[src/design/mavg_pkg.sv]
// Shared types and constants for the moving average filter.
`timescale 1ns / 1ps

package mavg_pkg;

	localparam int MAX_WINDOW_DEF  = 256;
	localparam int SAMPLE_BITS_DEF = 16;

	localparam int              WIN_LEN_W     = 9;
	localparam logic [WIN_LEN_W-1:0] WIN_LEN_RESET = 9'd16;

	typedef enum logic [5:0] {
		ST_CLEAR  = 6'b000001,
		ST_IDLE   = 6'b000010,
		ST_ACCUM  = 6'b000100,
		ST_LOAD   = 6'b001000,
		ST_DIV    = 6'b010000,
		ST_FINISH = 6'b100000
	} state_t;

	typedef struct packed {
		logic clr_en;
		logic accept;
		logic accum;
		logic div_load;
		logic div_step;
		logic out_load;
	} dp_cmd_t;

	typedef struct packed {
		logic clr_last;
		logic div_last;
		logic out_free;
	} dp_sts_t;

endpackage

[src/design/mavg_ctrl.sv]
// Sequencing state machine of the moving average filter.
`timescale 1ns / 1ps

module mavg_ctrl (
	input  logic              clk,
	input  logic              arst_n,
	input  logic              in_valid,
	output logic              in_ready,
	input  mavg_pkg::dp_sts_t sts,
	output mavg_pkg::dp_cmd_t cmd
);
	import mavg_pkg::*;

	state_t state_q;
	state_t state_d;

	always_comb begin
		state_d  = state_q;
		cmd      = '0;
		in_ready = 1'b0;
		unique case (state_q)
			ST_CLEAR: begin
				cmd.clr_en = 1'b1;
				if (sts.clr_last) begin
					state_d = ST_IDLE;
				end
			end
			ST_IDLE: begin
				in_ready = 1'b1;
				if (in_valid) begin
					cmd.accept = 1'b1;
					state_d    = ST_ACCUM;
				end
			end
			ST_ACCUM: begin
				cmd.accum = 1'b1;
				state_d   = ST_LOAD;
			end
			ST_LOAD: begin
				cmd.div_load = 1'b1;
				state_d      = ST_DIV;
			end
			ST_DIV: begin
				cmd.div_step = 1'b1;
				if (sts.div_last) begin
					state_d = ST_FINISH;
				end
			end
			ST_FINISH: begin
				if (sts.out_free) begin
					cmd.out_load = 1'b1;
					state_d      = ST_IDLE;
				end
			end
			default: begin
				state_d = ST_IDLE;
			end
		endcase
	end

	always_ff @(posedge clk or negedge arst_n) begin
		if (!arst_n) begin
			state_q <= ST_CLEAR;
		end else begin
			state_q <= state_d;
		end
	end

`ifndef SYNTHESIS
	a_accept_to_accum: assert property (@(posedge clk) disable iff (!arst_n)
		cmd.accept |=> (state_q == ST_ACCUM))
		else $error("accepted beat did not start the accumulate step");

	a_result_to_idle: assert property (@(posedge clk) disable iff (!arst_n)
		cmd.out_load |=> in_ready)
		else $error("controller not ready after handing over a result");
`endif

endmodule

[src/design/mavg_dp.sv]
// Datapath of the moving average filter: sample ring, running total, divider.
`timescale 1ns / 1ps

module mavg_dp #(
	parameter int MAX_WINDOW  = mavg_pkg::MAX_WINDOW_DEF,
	parameter int SAMPLE_BITS = mavg_pkg::SAMPLE_BITS_DEF
) (
	input  logic                             clk,
	input  logic                             arst_n,
	input  logic                             cfg_we,
	input  logic [mavg_pkg::WIN_LEN_W-1:0]   cfg_wdata,
	input  logic [SAMPLE_BITS-1:0]           in_data,
	input  logic                             out_ready,
	output logic                             out_valid,
	output logic [SAMPLE_BITS-1:0]           out_data,
	input  mavg_pkg::dp_cmd_t                cmd,
	output mavg_pkg::dp_sts_t                sts
);
	import mavg_pkg::*;

	localparam int POS_W = (MAX_WINDOW > 1) ? $clog2(MAX_WINDOW) : 1;
	localparam int LEN_W = (MAX_WINDOW > 1) ? $clog2(MAX_WINDOW + 1) : 2;
	localparam int TOT_W = SAMPLE_BITS + $clog2(MAX_WINDOW);
	localparam int CNT_W = $clog2(TOT_W);

	localparam logic [TOT_W-1:0] POS_LIM =
		{{(TOT_W - SAMPLE_BITS + 1){1'b0}}, {(SAMPLE_BITS - 1){1'b1}}};
	localparam logic [TOT_W-1:0] NEG_LIM = POS_LIM + TOT_W'(1);
	localparam logic [SAMPLE_BITS-1:0] MIN_VAL = {1'b1, {(SAMPLE_BITS - 1){1'b0}}};

	logic [WIN_LEN_W-1:0]          win_len_q;
	logic signed [SAMPLE_BITS-1:0] ring_mem [MAX_WINDOW];
	logic signed [SAMPLE_BITS-1:0] rd_q;
	logic signed [SAMPLE_BITS-1:0] sample_q;
	logic [POS_W-1:0]              pos_q;
	logic [POS_W-1:0]              clr_addr_q;
	logic signed [TOT_W-1:0]       total_q;
	logic [TOT_W-1:0]              dvd_q;
	logic [LEN_W-1:0]              rem_q;
	logic                          neg_q;
	logic [CNT_W-1:0]              cnt_q;
	logic                          out_valid_q;
	logic [SAMPLE_BITS-1:0]        out_data_q;

	logic [LEN_W-1:0]              eff_len;
	logic [LEN_W-1:0]              pos_nxt;
	logic signed [TOT_W-1:0]       sum_new;
	logic [TOT_W-1:0]              abs_tot;
	logic [LEN_W:0]                trial;
	logic [TOT_W-1:0]              neg_mag;
	logic [SAMPLE_BITS-1:0]        avg;

	always_comb begin
		if (win_len_q == '0) begin
			eff_len = LEN_W'(1);
		end else if (32'(win_len_q) > 32'(MAX_WINDOW)) begin
			eff_len = LEN_W'(MAX_WINDOW);
		end else begin
			eff_len = LEN_W'(win_len_q);
		end
	end

	assign pos_nxt = LEN_W'(pos_q) + LEN_W'(1);
	assign sum_new = total_q + TOT_W'(sample_q) - TOT_W'(rd_q);
	assign abs_tot = total_q[TOT_W-1] ? TOT_W'(-total_q) : TOT_W'(total_q);
	assign trial   = {rem_q, dvd_q[TOT_W-1]} - {1'b0, eff_len};
	assign neg_mag = -dvd_q;

	always_comb begin
		if (neg_q) begin
			avg = (dvd_q > NEG_LIM) ? MIN_VAL : neg_mag[SAMPLE_BITS-1:0];
		end else begin
			avg = (dvd_q > POS_LIM) ? POS_LIM[SAMPLE_BITS-1:0] : dvd_q[SAMPLE_BITS-1:0];
		end
	end

	always_ff @(posedge clk) begin
		if (cmd.clr_en) begin
			ring_mem[clr_addr_q] <= '0;
		end else if (cmd.accum) begin
			ring_mem[pos_q] <= sample_q;
		end
		if (cmd.accept) begin
			rd_q <= ring_mem[pos_q];
		end
	end

	always_ff @(posedge clk) begin
		if (cmd.accept) begin
			sample_q <= signed'(in_data);
		end
		if (cmd.div_load) begin
			dvd_q <= abs_tot;
			rem_q <= '0;
			neg_q <= total_q[TOT_W-1];
		end else if (cmd.div_step) begin
			if (!trial[LEN_W]) begin
				rem_q <= trial[LEN_W-1:0];
			end else begin
				rem_q <= {rem_q[LEN_W-2:0], dvd_q[TOT_W-1]};
			end
			dvd_q <= {dvd_q[TOT_W-2:0], !trial[LEN_W]};
		end
		if (cmd.out_load) begin
			out_data_q <= avg;
		end
	end

	always_ff @(posedge clk or negedge arst_n) begin
		if (!arst_n) begin
			win_len_q   <= WIN_LEN_RESET;
			pos_q       <= '0;
			clr_addr_q  <= '0;
			total_q     <= '0;
			cnt_q       <= '0;
			out_valid_q <= 1'b0;
		end else begin
			if (cfg_we) begin
				win_len_q <= cfg_wdata;
			end
			if (cmd.clr_en) begin
				clr_addr_q <= clr_addr_q + POS_W'(1);
			end
			if (cmd.accum) begin
				total_q <= sum_new;
				if (pos_nxt >= eff_len) begin
					pos_q <= '0;
				end else begin
					pos_q <= pos_nxt[POS_W-1:0];
				end
			end
			if (cmd.div_load) begin
				cnt_q <= '0;
			end else if (cmd.div_step) begin
				cnt_q <= cnt_q + CNT_W'(1);
			end
			if (cmd.out_load) begin
				out_valid_q <= 1'b1;
			end else if (out_ready) begin
				out_valid_q <= 1'b0;
			end
		end
	end

	assign sts.clr_last = (clr_addr_q == POS_W'(MAX_WINDOW - 1));
	assign sts.div_last = (cnt_q == CNT_W'(TOT_W - 1));
	assign sts.out_free = !out_valid_q || out_ready;

	assign out_valid = out_valid_q;
	assign out_data  = out_data_q;

`ifndef SYNTHESIS
	a_load_into_free_reg: assert property (@(posedge clk) disable iff (!arst_n)
		cmd.out_load |-> (!out_valid_q || out_ready))
		else $error("result loaded over an untaken beat");

	a_clear_advances: assert property (@(posedge clk) disable iff (!arst_n)
		(cmd.clr_en && !sts.clr_last) |=> (clr_addr_q == $past(clr_addr_q) + POS_W'(1)))
		else $error("clearing pass skipped or repeated an entry");
`endif

endmodule

[src/design/moving_average_filter.sv]
// Top level of the moving average filter.
`timescale 1ns / 1ps

// Moving average over the last window_len signed samples.
// Input stream s_*: one sample per beat. Output stream m_*: one average per
// input beat, the running total divided by the window length, truncated
// toward zero and saturated to the sample range.
// The window length is written through cfg_we / cfg_wdata while the block is
// idle; a reset afterwards restores length 16 and an all-zero sample history.
// Each sample passes through an accumulate step, a divider load step, one
// restoring-divider iteration per bit of the running total (24 at the default
// sizes) and a step that loads the output register; a new sample is taken
// only once the previous result has been loaded into the output register.
// After reset the sample ring is cleared one entry per cycle, all MAX_WINDOW
// entries (256 by default), with s_tready low; configuration writes are taken.
// The output register holds a result until m_tready takes it, and the next
// sample is accepted meanwhile; if the result is still untaken when the next
// one is ready, the block waits with s_tready low.
module moving_average_filter #(
	parameter int MAX_WINDOW  = mavg_pkg::MAX_WINDOW_DEF,
	parameter int SAMPLE_BITS = mavg_pkg::SAMPLE_BITS_DEF
) (
	input  logic                                  clk,
	input  logic                                  arst_n,
	input  logic                                  cfg_we,
	input  logic [mavg_pkg::WIN_LEN_W-1:0]        cfg_wdata,
	input  logic                                  s_tvalid,
	output logic                                  s_tready,
	input  logic [((SAMPLE_BITS + 7) / 8)*8-1:0]  s_tdata,  // sample
	output logic                                  m_tvalid,
	input  logic                                  m_tready,
	output logic [((SAMPLE_BITS + 7) / 8)*8-1:0]  m_tdata   // average
);
	import mavg_pkg::*;

	localparam int DATA_W = ((SAMPLE_BITS + 7) / 8) * 8;

	dp_cmd_t                cmd;
	dp_sts_t                sts;
	logic [SAMPLE_BITS-1:0] out_data;

	mavg_ctrl u_ctrl (
		.clk      (clk),
		.arst_n   (arst_n),
		.in_valid (s_tvalid),
		.in_ready (s_tready),
		.sts      (sts),
		.cmd      (cmd)
	);

	mavg_dp #(
		.MAX_WINDOW  (MAX_WINDOW),
		.SAMPLE_BITS (SAMPLE_BITS)
	) u_dp (
		.clk       (clk),
		.arst_n    (arst_n),
		.cfg_we    (cfg_we),
		.cfg_wdata (cfg_wdata),
		.in_data   (s_tdata[SAMPLE_BITS-1:0]),
		.out_ready (m_tready),
		.out_valid (m_tvalid),
		.out_data  (out_data),
		.cmd       (cmd),
		.sts       (sts)
	);

	assign m_tdata = DATA_W'(out_data);

endmodule

[config.mk]
export PLATFORM = sky130hd
export DESIGN_NAME = moving_average_filter
export DESIGN_NICKNAME = d
export VERILOG_FILES = /design/src/design/mavg_pkg.sv /design/src/design/mavg_ctrl.sv /design/src/design/mavg_dp.sv /design/src/design/moving_average_filter.sv
export SDC_FILE = /design/constraint.sdc
export NUM_CORES = 2
export LEC_CHECK = 0
export ABC_CLOCK_PERIOD_IN_PS = 13070
export CORE_MARGIN = 3
export CORE_UTILIZATION = 40
export DETAILED_ROUTE_END_ITERATION = 8
export DONT_BUFFER_PORTS = 1
export GPL_ROUTABILITY_DRIVEN = 0
export GPL_TIMING_DRIVEN = 0
export PLACE_DENSITY = 0.54
export SYNTH_ARGS = -nofsm -noshare
export SYNTH_HDL_FRONTEND = slang
export SYNTH_HIERARCHICAL = 1
export SYNTH_SLANG_ARGS = --single-unit
[constraint.sdc]
create_clock -name clk -period 13.07 [get_ports clk]
set_input_delay 0.6535 -clock clk [delete_from_list [all_inputs] [get_ports clk]]
set_output_delay 0.6535 -clock clk [all_outputs]
set_load 0.02 [all_outputs]
==> results.py <==
metrics = {
    "run_status": {
        "outcome": "finished with violations",
        "violations": "capacitance limit, slew limit",
    },
    "layout": {
        "final_cell_mix": "4,169 x edfxtp_1, 1,312 x mux4_2, 436 x clkbuf_16",
        "stdcell_count": 13800,
        "final_common_cell": "edfxtp_1",
        "area_growth_syn_to_layout_pct": 17.4,
        "drive_gt1_share_pct": 33.7,
        "final_area_um2": 194000,
        "fin_nets": 8051,
    },
    "clock_network": {
        "cts-resized-gates": 0,
        "cts_buffers": 429,
        "h-tree-depth": 5,
        "cts.sinks": 4239,
        "clock_latency_ns": 0.96,
        "cts_tree": "yes",
        "clkTransAtPathRegs_ns": 0.06,
        "postCtsSetupBuffers": 0,
        "cts_root_buffer": "clkbuf_16",
        "clock_path_buffers": 4,
        "holdBufCountCts": 29,
    },
    "min_path": {
        "hold_path.class": "in2reg",
    },
    "logic_synthesis": {
        "synth_area_per_cell_um2": 23.3,
        "ys_types": 67,
        "synthCells": 7112,
        "synth_seq_cells": 4239,
        "async_flop_share_pct": 1.44,
        "synth_seq_area_share_pct": 76.7,
        "synth_area_um2": 166000,
        "synth_edf_count": 4169,
        "ys.flop_type": "edfxtp_1",
        "synth_nets": 7214,
        "yosysWarnings": 6,
    },
    "power": {
        "power_leakage_nw": 58.1,
        "p_seq_share_pct": 40.3,
        "pwr-share-comb_pct": 28.4,
        "irDropWorstVdd_mv": 0.149,
        "switchingPower_mw": 11.9,
        "p_clk_share_pct": 31.3,
        "intPower_mw": 26.9,
        "power_density_nw_per_um2": 200,
        "swShare_pct": 30.6,
    },
    "flow_run": {
        "drv_cap": 4,
    },
    "timing": {
        "fin_crit_sh_pct": 54.6,
        "drv_slew": 27,
        "skew_ns": 0.0357,
        "finalHoldViolations": 0,
        "hold_ws_ns": 0.171,
        "setup_viol": 0,
        "fmax_ghz": 0.140,
        "rsz0062_at_grt": "false",
        "final.setup.worst_slack_ns": 5.94,
        "layout_min_cycle_time_ns": 7.13,
        "tns_ns": 0,
        "slew_headroom_pct": -7.90,
        "worstMarginPinSlew_ns": 1.61,
    },
    "floorplan": {
        "dieWidth_um": 649,
        "die_h_um": 649,
        "initial_utilization_pct": 40.3,
        "dieArea_um2": 422000,
        "core_area_um2": 411000,
        "rows": 235,
        "io_pins": 48,
    },
    "worst_setup_path": {
        "worstSetupStartpointType": "register",
        "path_buf_inv": 8,
        "crit_chain": "clkbuf_1 > buf_2 > buf_2 > buf_2 > buf_2 > buf_1 > nand3_1 > o21ai_0 > nand2_1 > clkbuf_2 > buf_16 > nor2_2",
        "path_max_fanout": 16,
        "worstPathRequired_ns": 13.65,
        "crit_family": "buffers and inverters",
        "cpMostUsedCell": "buf_2",
        "critical_path.max_stage_delay_ns": 0.94,
        "cp_data_arrival_time_ns": 7.71,
        "crit_type": "reg2reg",
        "critPathCaptureType": "register",
        "cp_slowest_cell": "nand2_1",
    },
    "grt": {
        "grt_usage_pct": 22.1,
        "grt_max_degree": 69,
        "overflow": 0,
        "antenna_found_initial": 29,
        "grt_pass1_vias": 80400,
        "grt_pass1_wl_mm": 652,
    },
    "place": {
        "place_inst": 12900,
        "portBuffers": 0,
        "placed_area_um2": 180000,
        "pre_cts_ws_ns": 6.04,
        "dp_hpwl_mm": 328,
    },
    "drt": {
        "dr.pass1.iters": 5,
        "drtIter0Drc": 10200,
        "via_per_inst": 5.84,
        "post-route-drc-count": 0,
        "wl_per_cell_um": 34.1,
        "num_vias": 80400,
        "wirelength_mm": 470,
        "drtAntennaViolNets": 0,
    },
}
[registers in the layout (all words and copies together) (netlist names)]
signal / count
u_dp/rem_q: 9
u_dp/total_q: 24
u_ctrl/state_q: 6
u_dp/rd_q: 16
u_dp/cnt_q: 5
u_dp/out_valid: 1
u_dp/neg_q: 1
u_dp/sample_q: 16
u_dp/ring_mem: 4096
u_dp/dvd_q: 24
u_dp/win_len_q: 9
u_dp/clr_addr_q: 8
u_dp/out_data: 16
u_dp/pos_q: 8
[worst min-delay path, delay by kind of cell]
family                 cells  cell delay [ns]
AOI/OAI and AO/OA          1             0.09
buffers and inverters      1             0.21
and+or+nand+nor            1             0.11
[Yosys cell counts, types with 43 or more instances]
master       n  area (um2)
ha_1        48         601
clkbuf_1   199         747
inv_1      111         417
mux2i_1     66         661
o21ai_0     47         235
edfxtp_1  4169      125000
buf_2      133         666
nand2_1    108         405
dfrtp_1     59        1480
a21oi_1     43         215
mux4_2    1312       29500
xnor2_1     48         420
nor2_1     322        1210
[stage by stage]
step,util [%],total power [mW]
floorplan,-,22.6
detailed placement,43.8,26.9
finish,47.3,38.8
global placement,42.0,27.0
CTS,47.3,39.1
global route,47.3,40.1
[per-layer routing]
metal	global-route usage, %	wire length (um)	vias to the layer above
met5	0	59	-
met4	6.70	15700	10
met3	4.59	40900	680
met2	34.7	221000	3575
met1	31.2	192000	44200
li1	-	-	32000
[final cells by class]
type	count	area, um2
Clock inverter	270	2540
Buffer	381	1710
Fill cell	33300	216000
Antenna cell	12	30.0
Sequential cell	4239	127000
Multi-Input combinational cell	2380	37300
Timing Repair Buffer	406	7270
Inverter	112	420
Clock buffer	524	11300
Tap cell	5451	6820
[power groups by stage]
stage	clock network, mW	logic [mW]	registers (mW)
6_report	12.1	11.0	15.6
5_1_grt	12.9	11.5	15.6
4_1_cts	12.4	11.0	15.6
3_5_place_dp	0	11.0	15.9
3_3_place_gp	0	10.6	16.4
2_1_floorplan	0	6.53	16.1
[kinds of logic after synthesis]
group	after synthesis	synth area share [%]
multiplexers	1397	18.4
buffers and inverters	493	1.26
AO/OA/AOI/OAI	244	1.02
flip-flops	4239	76.7
XOR/XNOR	68	0.360
adder cells (fa/ha/maj)	72	0.653
AND/OR/NAND/NOR	599	1.66
[final timing paths]
path	start	endpoint	slack, ns	cells after the start
setup / recovery	u_dp/pos_q[2]$_DFFE_PN0P_	u_dp/ring_mem[140][0]$_DFFE_PP_	5.94	12
hold / removal	cfg_we	u_dp/win_len_q[8]$_DFFE_PN0P_	0.17	3
setup reg to reg	u_dp/pos_q[2]$_DFFE_PN0P_	u_dp/ring_mem[140][0]$_DFFE_PP_	5.94	12
hold reg to reg	u_dp/rem_q[3]$_SDFFE_PP0P_	u_dp/rem_q[3]$_SDFFE_PP0P_	0.51	2
max in group asynchronous	arst_n	u_dp/win_len_q[4]$_DFFE_PN1P_	12.47	2
min in group asynchronous	arst_n	u_ctrl/state_q[4]$_DFFE_PN0P_	0.30	2
(Power assumes the default switching activity.)
